`src/hdl/hcp_pkg.sv`:
```
package hcp_pkg;

    localparam int BYTE_BITS   = 8;
    localparam int CODE_W      = 32;
    localparam int LEN_W       = 6;
    localparam int WIN_W       = CODE_W + BYTE_BITS;
    localparam int QUEUE_DEPTH = 4;
    localparam int QPTR_W      = $clog2(QUEUE_DEPTH);
    localparam int QCNT_W      = $clog2(QUEUE_DEPTH + 1);

    localparam logic [1:0] OP_LOAD   = 2'd0;
    localparam logic [1:0] OP_ENCODE = 2'd1;
    localparam logic [1:0] OP_FLUSH  = 2'd2;

    typedef struct packed {
        logic              flush;
        logic [CODE_W-1:0] code;
        logic [LEN_W-1:0]  len;
    } t_cmd;

    typedef struct packed {
        logic valid;
        t_cmd cmd;
    } t_push;

    typedef struct packed {
        logic [QCNT_W-1:0] count;
        logic              nonempty;
        t_cmd              head;
    } t_qstat;

endpackage

```
`src/hdl/hcp_queue.sv`:
```
module hcp_queue (
    input  logic            i_clk,
    input  logic            i_rst_n,
    input  hcp_pkg::t_push  i_push,
    input  logic            i_pop,
    output hcp_pkg::t_qstat o_qstat
);
    import hcp_pkg::*;

    t_cmd              r_entry [QUEUE_DEPTH];
    logic [QPTR_W-1:0] r_wp;
    logic [QPTR_W-1:0] r_rp;
    logic [QCNT_W-1:0] r_count;

    always_ff @(posedge i_clk) begin
        if (i_push.valid) begin
            r_entry[r_wp] <= i_push.cmd;
        end
    end

    always_ff @(posedge i_clk) begin
        if (!i_rst_n) begin
            r_wp    <= '0;
            r_rp    <= '0;
            r_count <= '0;
        end else begin
            if (i_push.valid) begin
                r_wp <= r_wp + 1'b1;
            end
            if (i_pop) begin
                r_rp <= r_rp + 1'b1;
            end
            r_count <= r_count + QCNT_W'(i_push.valid) - QCNT_W'(i_pop);
        end
    end

    assign o_qstat.count    = r_count;
    assign o_qstat.nonempty = (r_count != '0);
    assign o_qstat.head     = r_entry[r_rp];

    a_no_overflow: assert property (@(posedge i_clk) disable iff (!i_rst_n)
        (i_push.valid && !i_pop) |-> (r_count < QCNT_W'(QUEUE_DEPTH)))
        else $error("queue push while full");

    a_no_underflow: assert property (@(posedge i_clk) disable iff (!i_rst_n)
        i_pop |-> (r_count != '0))
        else $error("queue pop while empty");

    a_count_track: assert property (@(posedge i_clk) disable iff (!i_rst_n)
        (i_push.valid && !i_pop) |=> (r_count == $past(r_count) + 1'b1))
        else $error("queue count lost a push");

endmodule

```
`config.mk`:
```
export PLATFORM = sky130hd
export DESIGN_NAME = hcp_queue
export DESIGN_NICKNAME = d
export VERILOG_FILES = /design/src/hdl/hcp_pkg.sv /design/src/hdl/hcp_queue.sv
export SDC_FILE = /design/constraint.sdc
export NUM_CORES = 1
export LEC_CHECK = 0
export BUFFER_PORTS_ARGS = -buffer_cell sky130_fd_sc_hd__buf_2
export CAP_MARGIN = 0
export CORE_MARGIN = 10
export CORE_UTILIZATION = 55
export CTS_CLUSTER_SIZE = 24
export DETAILED_ROUTE_END_ITERATION = 8
export GPL_TIMING_DRIVEN = 0
export HOLD_SLACK_MARGIN = 0.02
export PLACE_DENSITY = 0.77
export SLEW_MARGIN = 20
export SYNTH_ARGS = -nofsm -noshare
export SYNTH_HDL_FRONTEND = slang
export SYNTH_SLANG_ARGS = --single-unit
```
`constraint.sdc`:
```
create_clock -name i_clk -period 2.75 [get_ports i_clk]
set_clock_uncertainty 0.2 [all_clocks]
set_input_delay 0.6875 -clock i_clk [delete_from_list [all_inputs] [get_ports i_clk]]
set_output_delay 0.6875 -clock i_clk [all_outputs]
set_load 0.02 [all_outputs]
```
# ---- Yosys cells after proc, flatten, opt, wreduce, memory -nomap -nowiden
# Memories as Yosys holds them, arrays and structs flattened. A register that Yosys moved wholly into a read port is not among the register bits.
# Index checks and enable logic that the tools add are counted.
dict set report op_classes {
  add_sub_neg 4
  n_mux 4
  n_reduce_logical 1
}
# operator count
set ops {}
lappend ops {{adder 2 x 1 -> 2 bit (second input constant)} 2}
lappend ops {{two-way mux 2 bit} 2}
lappend ops {{adder 3 x 1 -> 3 bit} 1}
lappend ops {{nonzero test 3 bit} 1}
lappend ops {{subtractor 3 x 1 -> 3 bit} 1}
lappend ops {{two-way mux 1 bit} 2}
dict set report word_totals {
  regBits 7
  ramBits 156
  output_inout_bits 43
  word_cells 13
  memories 1
}
# memory words word_bits rd rd_ports_with_merged_regs wr line_no
set mem_list {}
lappend mem_list {r_entry 4 39 1 1 1 hcp_queue.sv:10} ;# t_cmd r_entry [QUEUE_DEPTH];

# ---- Depth between registers and ports, before layout
dict set report depth {
  depth_word 3
  depth_mapped 7
}

# ---- Worst setup path after synthesis
# No wires, ideal clock.
dict set report synth_path {
  path_type {input to register}
  startpoint {in i_push[39] (netlist bit)}
  endpoint {mem r_entry[0][0] (netlist bit), enable pin}
  arrival_time_ns 1.637
  required_time_ns 2.150
  path_slack_ns 0.513
  cell_stages 1
  cell_sequence {and2_1}
}
dict set report synth_between {
  elab_chain_cells 2
}
# element line_no
set synth_lines {}
lappend synth_lines {{start: declaration} hcp_queue.sv:4} ;# input hcp_pkg::t_push i_push,
lappend synth_lines {{two-way mux 1 bit} hcp_queue.sv:16} ;# if (i_push.valid) begin
lappend synth_lines {{two-way mux 1 bit (not written as such)} hcp_queue.sv:17} ;# r_entry[r_wp] <= i_push.cmd;
lappend synth_lines {{end: declaration} hcp_queue.sv:10}
# No other way between the ends.

==> results.toml <==
[outcome]
outcome = "finished clean"

[clocking]
clock_path_buffers = 2
htree_levels = 4
cts.clk_slew.worst_paths_ns = 0.07
numCtsBuffers = 17
hold_buffers = 0
clock_latency_ns = 0.52
cts_sinks = 165
cts_root_buf = "clkbuf_8"
cts_tree = "done"

[routing]
firstDrtPassIters = 4
vias = 2802
drc = 0
postRouteAntennaNets = 0
drt_iter0_drc = 198
wl_mm = 10.6
via_per_inst = 5.47
wl_per_cell_um = 20.8

[sta]
worst_slew_pin_slew_ns = 0.556
final.setup.worst_slack_ns = 0.0250
finalHoldViolations = 0
slew_headroom_pct = 62.9
slew_viol_final = 0
period_share_pct = 99.1
fin_crit_ns = 2.72
final.setup.tns_ns = 0
max_freq_ghz = 0.367
setup_violations = 0
rsz0062_at_grt = "yes"

[placed_design]
port_buffers = 85
post-place-ws_ns = 0.369
postPlaceCellArea_um2 = 6740
hpwl_mm = 6.99
routabilityCongestion = 0.678

[power]
ir_drop_uv = 487
cellLeakagePower_nw = 2.65
power.density_nw_per_um2 = 799

[finish]
final_area_um2 = 7560
layout_common_cells = "156 x edfxtp_1, 67 x buf_2, 39 x mux4_2"
area_delta_synth_final_pct = 24.9
final_util_pct = 70.1
seq_area_um2 = 4870
drive_gt1_share_pct = 48.2
mostFrequentLayoutCell = "edfxtp_1"
final_nets = 408
n_fill_cell = 646
multi_input_area_um2 = 1110

[synth]
synth-xor-area-share_pct = 0.682
syn_inst = 245
synth_fa_ha_area_share_pct = 1.57
synth_compound_area_share_pct = 0.248
synth_simple_gate_area_share_pct = 1.16
syn_nets = 295
synth_top_family_by_area = "multiplexers"
synthMuxAreaShare_pct = 14.7
ys_seq_area_share_pct = 80.3
synth_area_per_cell_um2 = 24.7
syn_area_um2 = 6060
synth.distinct_cells = 19
yosysWarnings = 0
yosys_register_bits = 165

[worst_setup_path]
crit_fanout = 6
cp.required_ns = 1.86
crit_chain = "buf_8 > clkbuf_16 > mux4_2 > buf_6"
cp_slowest_cell = "mux4_2"
cp.arrival_ns = 1.84
end_kind = "output pin"
path_class = "register to output pin"
start_kind = "register"
critPathMaxStageDelay_ns = 0.50

[die]
dieArea_um2 = 15600
die_w_um = 125
start_util_pct = 56.1
coreArea_um2 = 10800
io_pins = 86
rows = 38
die_h_um = 125

[flow_run]
drv_cap = 0

[global_route]
track_usage_pct = 14.0
grt_pass1_wl_mm = 16.8
antenna_found_initial = 2
grt_max_degree = 25
overflow = 0
grt_pass1_vias = 3076

[worst_hold_path]
hold_class = "input port to register"
## path summary, 6_finish.rpt
check / slack, ns / depth (start not counted) / startpoint / end
max: 0.03 / 4 / register / o_qstat[33]
min: 0.18 / 1 / i_push[20] / r_entry[2][20]
max reg2reg: 0.90 / 3 / r_wp[0] / r_entry[3][30]
min reg2reg: 0.37 / 2 / r_rp[0] / r_rp[1]
## logic make-up (layout without fill, tap and decap cells)
family,count (synthesis),in the layout
DFF,165,165
muxes,40,40
buffers and inverters,15,141
and+or+nand+nor,13,13
adders and majority gates,7,7
xor gates and xnor gates,3,3
AOI/OAI and AO/OA,2,2
other,0,1
## final cells by class
type,count,share of cell area (%)
plain buffers,8,1.14
clock buffers,17,5.48
multi-input cells,65,14.7
inverters,7,0.347
diodes,1,0.0331
well taps,140,2.32
flip-flops and latches,165,64.4
clock inverters,15,2.51
repair buffers,94,9.05
## cells in the mapped netlist
| cell type | number | share of area, % |
|---|---|---|
| buf_6 | 2 | 0.37 |
| xnor2_1 | 2 | 0.29 |
| mux4_2 | 39 | 15 |
| ha_1 | 6 | 1.2 |
| mux2i_1 | 1 | 0.17 |
| xor3_1 | 1 | 0.39 |
| a21oi_1 | 1 | 0.083 |
| nand3b_1 | 1 | 0.12 |
| or3_1 | 1 | 0.10 |
| clkbuf_1 | 2 | 0.12 |
| and2_1 | 6 | 0.62 |
| buf_4 | 2 | 0.25 |
| inv_1 | 7 | 0.43 |
| buf_2 | 2 | 0.17 |
| fa_1 | 1 | 0.33 |
| a21bo_2 | 1 | 0.17 |
| dfxtp_1 | 9 | 3.0 |
| nor2_1 | 5 | 0.31 |
| edfxtp_1 | 156 | 77 |
## per-stage QoR
step	hold WS, ns	cells	power [mW]
6_report	0.177	512	6.04
5_1_grt	0.157	511	6.26
4_1_cts	0.149	509	6.05
3_5_place_dp	0.354	474	3.66
3_3_place_gp	0.321	470	3.63
2_1_floorplan	0.299	245	3.40
## sequential cells by signal (all words and copies together) (netlist names), named ones only
register  cells
r_entry     156
r_wp          2
r_rp          2
r_count       3
## critical path: cells and delay by family, from the launching register on
| family | cells | cell delay, ns |
|---|---|---|
| muxes | 1 | 0.50 |
| DFF | 1 | 0.37 |
| buffers and inverters | 3 | 0.44 |
## power breakdown
part / leakage (nW) / switching (mW) / internal [mW] / total (mW)
clock network: 0.301 / 0.958 / 1.41 / 2.37
registers: 1.51 / 0.0398 / 2.89 / 2.93
logic: 0.844 / 0.389 / 0.357 / 0.746
total: 2.65 / 1.39 / 4.65 / 6.04
## routing by layer
layer / global-route usage [%] / vias up / share of wire [%]
met4: 4.67 / 2 / 1.1
li1: - / 1259 / -
met5: 0 / - / 0.11
met3: 6.17 / 13 / 6.4
met1: 16.6 / 1453 / 41
met2: 22.5 / 75 / 52
## timing repair
action                                  CTS  global route
buffers inserted                          3             1
endpoints found under the setup margin   32            24
resized for setup                        13            39
cloned                                    0             1
(Power assumes the default switching activity.)
